==> config.mk <==
export PLATFORM = sky130hd
export DESIGN_NAME = key_event_decoder_with_repeat
export DESIGN_NICKNAME = d
export VERILOG_FILES = /design/src/rtl/kedr_pkg.sv /design/src/rtl/kedr_cfg.sv /design/src/rtl/kedr_decode.sv /design/src/rtl/key_event_decoder_with_repeat.sv
export SDC_FILE = /design/constraint.sdc
export NUM_CORES = 1
export LEC_CHECK = 0
export BUFFER_PORTS_ARGS = -buffer_cell sky130_fd_sc_hd__buf_4
export CAP_MARGIN = 0
export CORE_ASPECT_RATIO = 1.5
export CORE_MARGIN = 4
export CORE_UTILIZATION = 40
export CTS_CLUSTER_DIAMETER = 60
export DETAILED_ROUTE_END_ITERATION = 12
export PLACE_DENSITY_LB_ADDON = 0.25
export REMOVE_ABC_BUFFERS = 1
export SYNTH_ARGS = -nofsm -noshare
export SYNTH_HDL_FRONTEND = slang
export SYNTH_HIERARCHICAL = 1
export SYNTH_SLANG_ARGS = --single-unit
==> constraint.sdc <==
create_clock -name clk -period 4.5 [get_ports clk]
set_clock_uncertainty 0.05 [all_clocks]
set_input_delay 0 -clock clk [delete_from_list [all_inputs] [get_ports clk]]
set_output_delay 0 -clock clk [all_outputs]
set_load 0.02 [all_outputs]
==> src/rtl/kedr_pkg.sv <==
// ----------------------------------------------------------------------------
// kedr_pkg: shared types and constants for the key event decoder
// Item, result, configuration and tracking-state records, command and
// register codes, and the keycode limits.
// ----------------------------------------------------------------------------
package kedr_pkg;

	// command carried in the slave-side tuser
	typedef enum logic [1:0] {
		OP_REPORT = 2'd0,
		OP_POLL   = 2'd1,
		OP_CLEAR  = 2'd2
	} kedr_op_t;

	// configuration register indexes
	typedef enum logic [2:0] {
		REG_CTRL_RELEASE = 3'd0,
		REG_CTRL_HOLD    = 3'd1,
		REG_PRESSED      = 3'd2,
		REG_DELAY        = 3'd3,
		REG_RATE         = 3'd4
	} kedr_reg_t;

	localparam int unsigned CFG_ADDR_W = 3;
	localparam int unsigned CFG_DATA_W = 16;
	localparam int unsigned S_TDATA_W  = 56;
	localparam int unsigned M_TDATA_W  = 8;

	localparam logic [7:0] KEY_MAX = 8'h7E;
	localparam logic [7:0] CHAR_A  = 8'h61;
	localparam logic [7:0] CHAR_Z  = 8'h7A;

	localparam logic [15:0] RST_CTRL_RELEASE = 16'hA503;
	localparam logic [15:0] RST_CTRL_HOLD    = 16'hA501;
	localparam logic [7:0]  RST_PRESSED      = 8'd1;
	localparam logic [15:0] RST_DELAY        = 16'd500;
	localparam logic [15:0] RST_RATE         = 16'd100;

	typedef struct packed {
		logic [15:0] ctrl_release_word;
		logic [15:0] ctrl_hold_word;
		logic [7:0]  pressed_status;
		logic [15:0] repeat_delay_ms;
		logic [15:0] repeat_rate_ms;
	} kedr_cfg_t;

	typedef struct packed {
		logic [1:0]  operation;
		logic [15:0] report_word;
		logic        read_failed;
		logic [31:0] now_ms;
	} kedr_item_t;

	typedef struct packed {
		logic       key_valid;
		logic [6:0] key_code;
		logic       is_repeat;
		logic       ctrl_active;
	} kedr_result_t;

	typedef struct packed {
		logic        ctrl_held;
		logic        tracked_valid;
		logic [6:0]  tracked_key;
		logic        press_consumed;
		logic [31:0] press_time;
		logic [31:0] repeat_time;
		logic        repeat_started;
	} kedr_state_t;

endpackage

==> src/rtl/kedr_cfg.sv <==
// ----------------------------------------------------------------------------
// kedr_cfg: configuration register file
// Five write-only registers loaded through a plain index/data write port.
// ----------------------------------------------------------------------------
module kedr_cfg (
	input  logic                           clk,
	input  logic                           arst_n,
	input  logic                           cfg_we,
	input  logic [kedr_pkg::CFG_ADDR_W-1:0] cfg_addr,
	input  logic [kedr_pkg::CFG_DATA_W-1:0] cfg_wdata,
	output kedr_pkg::kedr_cfg_t            cfg
);
	import kedr_pkg::*;

	kedr_cfg_t cfg_q;

	always_ff @(posedge clk or negedge arst_n) begin
		if (!arst_n) begin
			cfg_q.ctrl_release_word <= RST_CTRL_RELEASE;
			cfg_q.ctrl_hold_word    <= RST_CTRL_HOLD;
			cfg_q.pressed_status    <= RST_PRESSED;
			cfg_q.repeat_delay_ms   <= RST_DELAY;
			cfg_q.repeat_rate_ms    <= RST_RATE;
		end else if (cfg_we) begin
			case (cfg_addr)
				REG_CTRL_RELEASE: cfg_q.ctrl_release_word <= cfg_wdata;
				REG_CTRL_HOLD:    cfg_q.ctrl_hold_word    <= cfg_wdata;
				REG_PRESSED:      cfg_q.pressed_status    <= cfg_wdata[7:0];
				REG_DELAY:        cfg_q.repeat_delay_ms   <= cfg_wdata;
				REG_RATE:         cfg_q.repeat_rate_ms    <= cfg_wdata;
				default: ;
			endcase
		end
	end

	assign cfg = cfg_q;

endmodule

==> src/rtl/kedr_decode.sv <==
// ----------------------------------------------------------------------------
// kedr_decode: key decode and typematic repeat state
// Works out one result word from the registered item and the tracking
// state, and updates that state when the item advances.
// ----------------------------------------------------------------------------
module kedr_decode (
	input  logic                   clk,
	input  logic                   arst_n,
	input  logic                   step,
	input  kedr_pkg::kedr_item_t   item,
	input  kedr_pkg::kedr_cfg_t    cfg,
	output kedr_pkg::kedr_result_t result
);
	import kedr_pkg::*;

	kedr_state_t st_q;
	kedr_state_t st_nxt;
	logic [7:0]  status;
	logic [7:0]  key;
	logic [7:0]  ctrl_off;
	logic [31:0] since_press;
	logic [31:0] since_repeat;

	assign status       = item.report_word[7:0];
	assign key          = item.report_word[15:8];
	assign ctrl_off     = key - CHAR_A;
	assign since_press  = item.now_ms - st_q.press_time;
	assign since_repeat = item.now_ms - st_q.repeat_time;

	always_comb begin
		st_nxt           = st_q;
		result           = '0;
		case (item.operation)
			OP_REPORT: begin
				if (!item.read_failed && item.report_word != 16'd0) begin
					if (item.report_word == cfg.ctrl_release_word) begin
						st_nxt.ctrl_held = 1'b0;
					end else if (item.report_word == cfg.ctrl_hold_word) begin
						st_nxt.ctrl_held = 1'b1;
					end else if (status != cfg.pressed_status) begin
						st_nxt.tracked_valid  = 1'b0;
						st_nxt.press_consumed = 1'b0;
					end else if (key != 8'd0 && key <= KEY_MAX) begin
						if (st_q.ctrl_held && (key inside {[CHAR_A:CHAR_Z]})) begin
							// control code, never repeats
							st_nxt.tracked_valid  = 1'b0;
							st_nxt.press_consumed = 1'b0;
							result.key_valid      = 1'b1;
							result.key_code       = ctrl_off[6:0] + 7'd1;
						end else if (!(st_q.tracked_valid && st_q.press_consumed &&
						               key[6:0] == st_q.tracked_key)) begin
							st_nxt.tracked_valid  = 1'b1;
							st_nxt.tracked_key    = key[6:0];
							st_nxt.press_time     = item.now_ms;
							st_nxt.repeat_time    = '0;
							st_nxt.repeat_started = 1'b0;
							st_nxt.press_consumed = 1'b1;
							result.key_valid      = 1'b1;
							result.key_code       = key[6:0];
						end
					end
				end
			end
			OP_POLL: begin
				if (st_q.tracked_valid && since_press >= {16'd0, cfg.repeat_delay_ms} &&
				    (!st_q.repeat_started ||
				     since_repeat >= {16'd0, cfg.repeat_rate_ms})) begin
					st_nxt.repeat_time    = item.now_ms;
					st_nxt.repeat_started = 1'b1;
					result.key_valid      = 1'b1;
					result.key_code       = st_q.tracked_key;
					result.is_repeat      = 1'b1;
				end
			end
			OP_CLEAR: begin
				st_nxt.tracked_valid  = 1'b0;
				st_nxt.press_consumed = 1'b0;
			end
			default: ;
		endcase
		result.ctrl_active = st_nxt.ctrl_held;
	end

	always_ff @(posedge clk or negedge arst_n) begin
		if (!arst_n) begin
			st_q <= '0;
		end else if (step) begin
			st_q <= st_nxt;
		end
	end

endmodule

==> src/rtl/key_event_decoder_with_repeat.sv <==
// ----------------------------------------------------------------------------
// key_event_decoder_with_repeat: keyboard report decoder with auto-repeat
// Turns key reports, repeat polls and clear commands into character words.
// ----------------------------------------------------------------------------
// Usage
//   Slave side: one word per command. s_tuser holds the command (report,
//   poll, clear); s_tdata the report word, the read-failed flag and the
//   millisecond time stamp.
//   Master side: exactly one result word per command, in order. m_tuser
//   flags a delivered character and whether it came from auto-repeat;
//   m_tdata holds the character code and the current Ctrl flag.
//   Configuration: cfg_we with cfg_addr/cfg_wdata loads one register per
//   cycle; write only while no command is in flight.
// Timing
//   An accepted word lands in an input register; combinational decode
//   feeds the result register and m_tvalid, held off while the result
//   register is full and m_tready is low. One word per cycle is sustained
//   while m_tready stays high, limited only by the single decode stage.
// Reset and stall
//   arst_n clears the Ctrl flag, key tracking and both pipeline valid
//   flags and restores the register defaults. When m_tready is low the
//   result holds; one further word is still taken into the input register.
// ----------------------------------------------------------------------------
module key_event_decoder_with_repeat (
	input  logic                            clk,
	input  logic                            arst_n,
	// s_tdata: report_word[15:0], read_failed[16], now_ms[48:17], zero pad
	input  logic                            s_tvalid,
	output logic                            s_tready,
	input  logic [kedr_pkg::S_TDATA_W-1:0]  s_tdata,
	input  logic [1:0]                      s_tuser,   // operation[1:0]
	// m_tdata: key_code[6:0], ctrl_active[7]
	output logic                            m_tvalid,
	input  logic                            m_tready,
	output logic [kedr_pkg::M_TDATA_W-1:0]  m_tdata,
	output logic [1:0]                      m_tuser,   // key_valid[0], is_repeat[1]
	input  logic                            cfg_we,
	input  logic [kedr_pkg::CFG_ADDR_W-1:0] cfg_addr,
	input  logic [kedr_pkg::CFG_DATA_W-1:0] cfg_wdata
);
	import kedr_pkg::*;

	kedr_cfg_t    cfg;
	kedr_item_t   item_s1;
	logic         valid_s1;
	kedr_result_t res_comb;
	kedr_result_t res_s2;
	logic         valid_s2;
	logic         advance;
	logic         s_accept;

	assign advance  = valid_s1 && (!valid_s2 || m_tready);
	assign s_tready = !valid_s1 || advance;
	assign s_accept = s_tvalid && s_tready;

	kedr_cfg u_cfg (
		.clk       (clk),
		.arst_n    (arst_n),
		.cfg_we    (cfg_we),
		.cfg_addr  (cfg_addr),
		.cfg_wdata (cfg_wdata),
		.cfg       (cfg)
	);

	kedr_decode u_decode (
		.clk    (clk),
		.arst_n (arst_n),
		.step   (advance),
		.item   (item_s1),
		.cfg    (cfg),
		.result (res_comb)
	);

	always_ff @(posedge clk or negedge arst_n) begin
		if (!arst_n) begin
			valid_s1 <= 1'b0;
			valid_s2 <= 1'b0;
		end else begin
			if (s_accept) begin
				valid_s1 <= 1'b1;
			end else if (advance) begin
				valid_s1 <= 1'b0;
			end
			if (advance) begin
				valid_s2 <= 1'b1;
			end else if (m_tready) begin
				valid_s2 <= 1'b0;
			end
		end
	end

	// payload registers
	always_ff @(posedge clk) begin
		if (s_accept) begin
			item_s1.operation   <= s_tuser;
			item_s1.report_word <= s_tdata[15:0];
			item_s1.read_failed <= s_tdata[16];
			item_s1.now_ms      <= s_tdata[48:17];
		end
		if (advance) begin
			res_s2 <= res_comb;
		end
	end

	assign m_tvalid = valid_s2;
	assign m_tdata  = {res_s2.ctrl_active, res_s2.key_code};
	assign m_tuser  = {res_s2.is_repeat, res_s2.key_valid};

endmodule

# == Word-level counts from Yosys, hierarchy flattened ==
# Index checks and enable logic that the tools add are counted.
# op_classes
n_addsub,4
n_lt_le_gt_ge,5
eq_ne,21
muxes,40
bitwise_logic,4
n_reduce_logical,33
# op_table
operator,n
2-to-1 mux 74 bit,11
2-to-1 mux 65 bit,2
2-to-1 mux 75 bit,1
case mux 33 bit (2 select lines),1
>= comparator 32 x 16 -> 1 bit,2
subtractor 32 bit,2
2-to-1 mux 8 bit,7
2-to-1 mux 33 bit,1
== test 16 bit,2
less-or-equal comparator 8 x 7 -> 1 bit (second input constant),2
case mux 8 bit (2 select lines),1
nonzero test 16 bit,1
2-to-1 mux 7 bit,2
2-to-1 mux 1 bit,11
logical AND 1 bit,10
!= test 2 bit (second input constant),5
AND reduction 10 bit,1
AND reduction 2 bit,5
2-to-1 mux 9 bit,1
AND reduction 9 bit,1
>= comparator 8 x 7 -> 1 bit (second input constant),1
!= test 8 bit,1
!= test 8 bit (second input constant),1
nonzero test 2 bit,4
19 further kinds,31
# word_totals
ff_bits,210
input_bits,82
out_inout_bits,12
word_cells,129

# == Depth between registers and ports, before layout ==
# Gate-level depths: netlist of run 1.
# logic_depth
ltp_word,17
depth_mapped,26
ltp_nobuf,24

# == Modules after synthesis ==
# Netlist of run 1, hierarchy kept.
# by_module_without_submodules
module,n_inst,cells_each,area_per_inst_um2,seq_area_each_um2
kedr_decode,1,1114,8469.4,1851.8
kedr_cfg,1,156,2761.4,1828.0
key_event_decoder_with_repeat,1,69,1935.6,1881.8

# == Worst setup path before layout of run 1 ==
# No wires, ideal clock.
# synth_path
kind,flip-flop to flip-flop
from,reg item_s1[2] in the netlist's numbering
to,"reg res_s2, in the netlist m_tuser[0], data pin"
setup_ns,0.262
t_arrival_ns,4.410
required_time_ns,4.188
path_slack_ns,-0.223
path_stages_with_launch,24
n_path_buf,0
synth_period_minus_slack_ns,4.723
cell_sequence,edfxtp_1 ha_1 o21ai_0 a21oi_1 nor3_1 nor2_1 o21ai_0 nand2b_1 a21oi_1 o21bai_1 a21oi_1 xnor2_1 ha_1 a21oi_1 nor2b_1 o21ai_0 o2111ai_1 or3_1 nor4_1 nand4_1 or4_1 nor4_2 nor2_1 or2_2
# synth_lines
item,line,source
from (decl),key_event_decoder_with_repeat.sv:44,kedr_item_t item_s1;
to (signal assigned),key_event_decoder_with_repeat.sv:101,res_s2 <= res_comb;
to (decl),key_event_decoder_with_repeat.sv:47,kedr_result_t res_s2;

# == Worst setup path after layout of run 1 ==
# layout_path
from,reg u_decode/st_q[33] in the netlist's numbering
to,reg u_decode/st_q[29] in the netlist's numbering
# layout_via
elab_chain_cells,6
# layout_rtl
item,line,source
from (decl),kedr_decode.sv:16,kedr_state_t st_q;
from (signal assigned),kedr_decode.sv:88,st_q <= st_nxt;
subtractor 32 bit,kedr_decode.sv:27,assign since_press = item.now_ms - st_q.press_time;
>= comparator 32 x 16 -> 1 bit,kedr_decode.sv:65,"if (st_q.tracked_valid && since_press >= {16'd0, cfg.repeat_delay_ms} &&"
logical AND 1 bit (2 in a row),kedr_decode.sv:65,
!= test 2 x 1 -> 1 bit (no source line),-,
AND reduction 10 bit (no source line),-,
# Every way passes these cells.
# A chain may end at the register's enable or synchronous reset.

==> results of run 1 <==
[registers in the layout, indices dropped and copies added, names as in the netlist]
name / flops
u_decode/st_q: 74
u_cfg/cfg: 72
item_s1: 51
m_tdata: 8
m_tuser: 2
m_tvalid: 1
valid_s1: 1
[repair_timing]
action	4_1_cts	5_1_grt
pin swaps	15	21
resized for setup	40	13
hold endpoints to repair	176	1
hold buffers	78	1
setup endpoints to repair	42	42
buffers inserted	10	3
gates cloned	0	3
[critical path: stages, from the launching register on]
cell and delay, ps:
dfrtp_1 410, ha_4 180, fa_2 370, nand2b_4 150, a21o_1 200, and2_4 160, nor2_4 70, nor2_2 40
buf_4 150, xnor2_2 130, ha_1 310, a21o_1 180, a21oi_2 140, nor2_2 70, a2111oi_4 320, o2111ai_1 140
or3_1 400, or4_1 460, nand4b_1 290, nand4b_1 240, buf_4 150, nor3b_4 90, buf_8 180, mux2i_2 160
[power breakdown]
| part | switching [mW] | internal (mW) | leakage (nW) |
|---|---|---|---|
| clock network | 0.814 | 1.05 | 0.369 |
| logic | 0.631 | 0.637 | 4.56 |
| registers | 0.141 | 2.18 | 2.48 |
| total | 1.59 | 3.87 | 7.40 |
[layer usage]
layer | wire length (um) | part of all wire | GRT usage
met1 | 14720 | 0.37 | 0.2378
met2 | 21350 | 0.54 | 0.4146
met3 | 1549 | 0.039 | 0.02768
met4 | 1924 | 0.049 | 0.08711
met5 | 0 | 0 | 0
[kinds of logic (layout without fill, tap and decap cells)]
group	Yosys count	in the layout	synth area share
buffers and inverters	194	520	0.06054
and+or+nand+nor	340	340	0.1296
adders and majority gates	97	97	0.09332
AOI/OAI and AO/OA	298	298	0.1421
muxes	114	114	0.09417
xor gates and xnor gates	87	87	0.05787
DFF	209	209	0.4224
[stage by stage]
step	setup TNS [ps]	setup slack [ps]	hold slack [ps]	std cells
5_1_grt	-36390	-908.5	25.99	2080
3_5_place_dp	-28930	-848.8	-87.31	1942
6_report	-25740	-658.8	33.19	2080
4_1_cts	-21220	-531.6	3.338	2073
3_3_place_gp	-26080	-800.5	-89.17	1942
2_1_floorplan	-82610	-2475	-345.6	1294
[path summary, 6_finish.rpt]
| check | start | slack (ps) | cells after the start | end |
|---|---|---|---|---|
| max in group asynchronous | arst_n | 3110 | 4 | u_cfg/cfg[36] |
| worst max-delay path | u_decode/st_q[33] | -660 | 23 | u_decode/st_q[29] |
| worst min register to register | u_decode/st_q[51] | 430 | 2 | u_decode/st_q[51] |
| worst min-delay path | cfg_we | 30 | 3 | u_cfg/cfg[58] |
| worst max register to register | u_decode/st_q[33] | -660 | 23 | u_decode/st_q[29] |
| min in group asynchronous | arst_n | 520 | 4 | u_decode/st_q[64] |
[layout by cell type, fill, tap and decap left out, types with 11 or more instances in the layout]
master	netlist	layout
ha_1	95	91
o21ai_0	86	81
a31oi_1	13	11
nor3_1	24	23
buf_4	1	237
a21o_1	15	15
dfrtp_1	127	127
mux2i_1	35	33
a211oi_1	17	17
edfxtp_1	61	61
nor2_1	59	55
inv_1	149	148
dfstp_2	21	21
a21oi_1	82	77
xnor2_1	46	45
nor4_1	13	13
mux2_2	79	79
nand3_1	15	14
nand2_1	131	131
o211ai_1	11	11
xor2_1	41	41
clkbuf_16	0	26
dlygate4sd3_1	0	78
nand2b_1	22	20
nand4_1	24	24
[final cells by class]
type                    count  area [um2]
flip-flops and latches    209        5562
inverters                 149       559.3
clock inverters            10       80.08
well taps                 415       519.2
multi-input cells         936        7052
repair buffers            327        2760
fillers                  2941       15330
clock buffers              34       668.1
==> out/metrics.yaml, run 1 <==
run_status:
  status: "finished, violations left"
  violations: "negative setup slack"
pwr:
  leakage_nw: 7.402
  powerDensity_nw_per_um2: 317.0
  ir_worst_vdd_uv: 273.5
  p_total_mw: 5.453
detailed_routing:
  firstDrtPassIters: 5
  num_vias: 11210
  drtIter0Drc: 510
  ant_nets: 0
  viasPerCell: 5.391
  drc: 0
  wl_per_cell_um: 19.01
  totalWireLength_um: 39550
grt:
  grt_pass1_wl_um: 62080
  antenna_found_initial: 0
  grt-ovfl-total: 0
  grt.total_usage: 0.2169
  grt_max_degree: 56
  grt_pass1_vias: 11660
hold_path:
  hold_class: "input pin to flip-flop"
cts:
  cts_made_buffers: 24
  clk_latency_ps: 550
  clockBufferDepth: 3
  cts_tree: "yes"
  cts-root-buf: "clkbuf_16"
  htree_num_levels: 1
  clkTransAtPathRegs_ps: 60
  clock_sinks: 209
run:
  maxCapViolCount: 0
timing:
  post-route-min-period_ps: 5159
  setup_ws_ps: -658.8
  layout_worst_path_cycle_share: 1.146
  hold_violations: 0
  setup_violations: 42
  worst_pin_slew_ps: 1206
  grt_setup_unrepaired: "true"
  slew_violations: 0
  timing.fmax_mhz: 193.8
  relSlewSlack: 0.1928
setup_path:
  worst-setup-path-type: "flip-flop to flip-flop"
  path_max_fanout: 12
  end_kind: "flip-flop"
  worstSetupStartpointType: "flip-flop"
  worstPathArrival_ps: 5540
  crit_required_ps: 4880
finish:
  final_area_um2: 17200
  area_growth_pct: 30.64
  layout.nets: 1826
  diodes: 0
  utilization: 0.5287
  drive_gt1_frac: 0.2583
logic_synthesis:
  synthFlopType: "dfrtp_1"
  yosys.area.top_type: "dfrtp_1"
  ys_types: 75
  synth.most_common_cell: "inv_1"
  syn_area_um2: 13170
  syn_inst: 1339
  synthTopCellsByCount: "149 x inv_1, 131 x nand2_1, 127 x dfrtp_1, 95 x ha_1, 86 x o21ai_0"
  ys_warn_count: 6
  synthTopCellsByArea: "dfrtp_1 24%, edfxtp_1 14%, ha_1 9.0%"
  yosysTopAreaCellShare: 0.2414
  synth_edf_count: 61
  async_flop_share: 0.7081
  synth-seq-cells: 209
  ys_seq_area_frac: 0.4224
  avgSynthCellArea_um2: 9.833
die:
  design.core.area_um2: 32530
  die_area_um2: 35940
  start_util: 0.4047
  rows: 81
  fp.dieH_um: 230.2
  ios: 94
  die_w_um: 156.1
placed_design:
  numPortBuffers: 86
  routabilityCongestion: 0.9547
  placed_area_um2: 15270
  dp_hpwl_um: 29020
No activity file was read; power rests on OpenSTA's default activity.
==> run 2, diff against run 1 <==
--- a/config.mk
+++ b/config.mk
@@ -7,13 +7,12 @@
 export LEC_CHECK = 0
 export BUFFER_PORTS_ARGS = -buffer_cell sky130_fd_sc_hd__buf_4
 export CAP_MARGIN = 0
-export CORE_ASPECT_RATIO = 1.5
+export CORE_ASPECT_RATIO = 1.2
 export CORE_MARGIN = 4
 export CORE_UTILIZATION = 40
 export CTS_CLUSTER_DIAMETER = 60
 export DETAILED_ROUTE_END_ITERATION = 12
 export PLACE_DENSITY_LB_ADDON = 0.25
-export REMOVE_ABC_BUFFERS = 1
 export SYNTH_ARGS = -nofsm -noshare
 export SYNTH_HDL_FRONTEND = slang
 export SYNTH_HIERARCHICAL = 1
==> run 2 against run 1 <==
Effect of this change: the flow still finishes with violations (negative setup slack); first-iteration DRC count rose by 8.4%; sequential share of layout area rose by 0.052 points; fmax rose by 5.3%; core utilization rose by 0.23 points; global-route usage fell by 1.1 points; worst hold slack improved by 33 ps; sequential power barely moved; critical path depth fell by 2; die area fell by 0.13%; cell area fell by 0.16%; final cell count fell by 1.1%.
==> out/metrics.yaml, run 2 (synthesized netlist as in run 1, its figures left out) <==
run_status:
  status: "finished, violations left"
  violations: "negative setup slack"
cts:
  clockBufferDepth: 3  # unchanged
  cts-root-buf: "clkbuf_16"
  clk_latency_ps: 540  # about the same
  clock_sinks: 209  # unchanged
  cts_made_buffers: 24  # unchanged
  htree_num_levels: 1  # unchanged
  clkTransAtPathRegs_ps: 60  # about the same
  cts_tree: "yes"
die:
  ios: 94  # unchanged
  rows: 72  # -11%
  fp.dieH_um: 206.7  # -10%
  start_util: 0.4071  # +0.002396
  die_w_um: 173.6  # +11%
  design.core.area_um2: 32340  # -0.59%
  die_area_um2: 35900  # -0.13%
setup_path:
  crit_chain: "buf_4 > ha_1 > o21ai_1 > a21oi_2 > buf_4 > o41ai_4 > nand2_2 > xor2_2 > ha_1 > a211oi_1 > nor2_1 > a2111oi_2 > o2111ai_1 > or3_1 > or4_1 > nand4b_1 > nand4b_1 > buf_4 > nor2_4 > buf_6 > a22o_1"
  path_max_fanout: 6  # -6
  crit_family: "simple AND/OR/NAND/NOR gates"
  slowest_stage: "edfxtp_1"
  ff2ff_setup_slack_ps: -400  # +260 ps
  worstSetupStartpointType: "flip-flop"
  crit_top_cell: "buf_4"
  worst-setup-path-type: "flip-flop to flip-flop"
  reg2reg_to: "m_tdata[6]"
  crit_required_ps: 4750  # -130 ps
  end_kind: "flip-flop"
  worstPathArrival_ps: 5150  # -390 ps
  reg2reg_depth: 21  # -8.7%
  path_buf_inv: 4  # +1
  slowest_delay_ps: 450  # about the same
  r2r_start: "item_s1[3]"
placed_design:
  routabilityCongestion: 0.9575  # +0.29%
  dp_hpwl_um: 27370  # -5.7%
  numPortBuffers: 86  # unchanged
  placed_area_um2: 15090  # -1.1%
timing:
  relSlewSlack: 0.2548  # +0.06196
  grt_setup_unrepaired: "true"
  worst_pin_slew_ps: 1113  # -92.54 ps
  timing.fmax_mhz: 204.1  # +5.3%
  layout_worst_path_cycle_share: 1.089  # -0.05741
  hold_violations: 0  # unchanged
  setup_violations: 42  # unchanged
  post-route-min-period_ps: 4900  # -258.4 ps
  setup_ws_ps: -400.5  # +258.4 ps
  slew_violations: 0  # unchanged
pwr:
  leakage_nw: 7.339  # -0.85%
  pwr-share-comb: 0.227  # -0.006
  p_seq_frac: 0.421  # -0.005
  pwr-share-clk: 0.351  # +0.010
  switching_share: 0.2820  # -0.008946
  p_sw_mw: 1.555  # -2.0%
  ir_worst_vdd_uv: 321.5  # +18%
  internal-power_mw: 3.961  # +2.4%
  powerDensity_nw_per_um2: 321.2  # +1.3%
detailed_routing:
  top_layer_used: "met4"
  totalWireLength_um: 37180  # -6.0%
  drc: 0  # unchanged
  route.met2.wl_um: 18710  # -12%
  firstDrtPassIters: 5  # unchanged
  wl_per_cell_um: 18.07  # -4.9%
  num_vias: 10910  # -2.7%
  drtIter0Drc: 553  # +8.4%
  ant_nets: 0  # unchanged
  met1Wirelength_um: 16240  # +10%
  viasPerCell: 5.304  # -1.6%
  met3_wirelength_um: 1367  # -12%
finish:
  drive_gt1_frac: 0.2552  # -0.003107
  layout.nets: 1811  # -0.82%
  layout.cells.most_common: "buf_4"
  area_growth_pct: 30.43
  top_register: "u_decode/st_q"
  utilization: 0.5310  # +0.002279
  final_area_um2: 17170  # -0.16%
  diodes: 0  # unchanged
  largest_register_ffs: 74  # unchanged
  mostFrequentLayoutCells: "217 x buf_4, 147 x inv_1, 130 x nand2_1, 127 x dfrtp_1, 88 x ha_1"
run:
  maxCapViolCount: 0  # unchanged
logic_synthesis:
  synth_fp_nets: 1518
hold_path:
  hold_class: "input pin to async pin"
grt:
  grt_max_degree: 52  # -7.1%
  grt.total_usage: 0.2056  # -0.01134
  grt_pass1_wl_um: 59800  # -3.7%
  grt_pass1_vias: 11200  # -3.9%
  antenna_found_initial: 0  # unchanged
  grt-ovfl-total: 0  # unchanged
run 2: cell count changes in the layout (fill, tap and decap cells not counted), sizes merged:
cell         before  now
bufinv            0    1
dlygate4sd3      78   79
clkinv            8    6
clkinvlp          0    2
buf             247  233
clkbuf           36   33
run 2: worst register-to-register path, stage by stage (launching register included):
cell       delay [ps]
edfxtp_1          450
buf_4             170
ha_1              310
o21ai_1           110
a21oi_2            70
buf_4             150
o41ai_4           290
nand2_2           140
xor2_2            170
ha_1              290
a211oi_1          230
nor2_1            100
a2111oi_2         350
o2111ai_1         150
or3_1             340
or4_1             420
nand4b_1          210
nand4b_1          150
buf_4             140
nor2_4             50
buf_6             120
a22o_1            210
run 2: layout make-up:
cell class / instances / area [um2]
Clock buffer: 33 / 696.9
Clock inverter: 11 / 91.34
Fill cell: 2933 / 15170
Inverter: 149 / 559.3
Multi-Input combinational cell: 936 / 7081
Sequential cell: 209 / 5562
Tap cell: 407 / 509.2
Timing Repair Buffer: 312 / 2674
run 2: worst max-delay path by stage:
stage / startpoint / endpoint / slack, ps / depth (start not counted)
CTS: item_s1[1] / u_decode/st_q[5] / -300 / 26
floorplan: item_s1[2] / m_tuser[0] / -20 / 23
global route: item_s1[2] / u_decode/st_q[11] / -640 / 26
global placement: item_s1[0] / m_tuser[0] / -420 / 20
detailed placement: item_s1[1] / m_tuser[0] / -450 / 19
finish: item_s1[3] / m_tdata[6] / -400 / 21
run 2: timing repair:
item / CTS / global route
cloned: 3 / 0
gates resized for setup: 31 / 15
buffers inserted: 23 / 11
endpoints found under the hold margin: 188 / 0
endpoints found under the setup margin: 42 / 42
pin swaps: 14 / 19
hold buffers: 80 / 0
run 2: power by group through the flow:
stage | Combinational (mW) | Sequential, mW | Clock, mW
floorplan | 0.732 | 2.31 | 0
global route | 1.39 | 2.35 | 2.08
finish | 1.25 | 2.32 | 1.94
CTS | 1.22 | 2.32 | 2.00
global placement | 1.11 | 2.35 | 0
detailed placement | 1.13 | 2.36 | 0
run 2: through the flow:
stage / power (mW) / worst slack (ps) / hold WS (ps) / cells / TNS [ps]
finish: 5.516 / -400.5 / 65.78 / 2057 / -13940
global route: 5.814 / -635.7 / 94.48 / 2057 / -24070
CTS: 5.544 / -303.9 / 51.13 / 2048 / -10410
detailed placement: 3.486 / -447.7 / -18.87 / 1900 / -16220
global placement: 3.458 / -417.4 / -16.13 / 1900 / -13710
floorplan: 3.044 / -24.67 / -345.6 / 1339 / -24.67
run 2: routing by layer:
| metal | vias up | global-route usage |
|---|---|---|
| li1 | 5323 | - |
| met1 | 5294 | 0.2605 |
| met2 | 235 | 0.3770 |
| met3 | 59 | 0.02168 |
| met4 | 0 | 0.05488 |
| met5 | - | 0 |
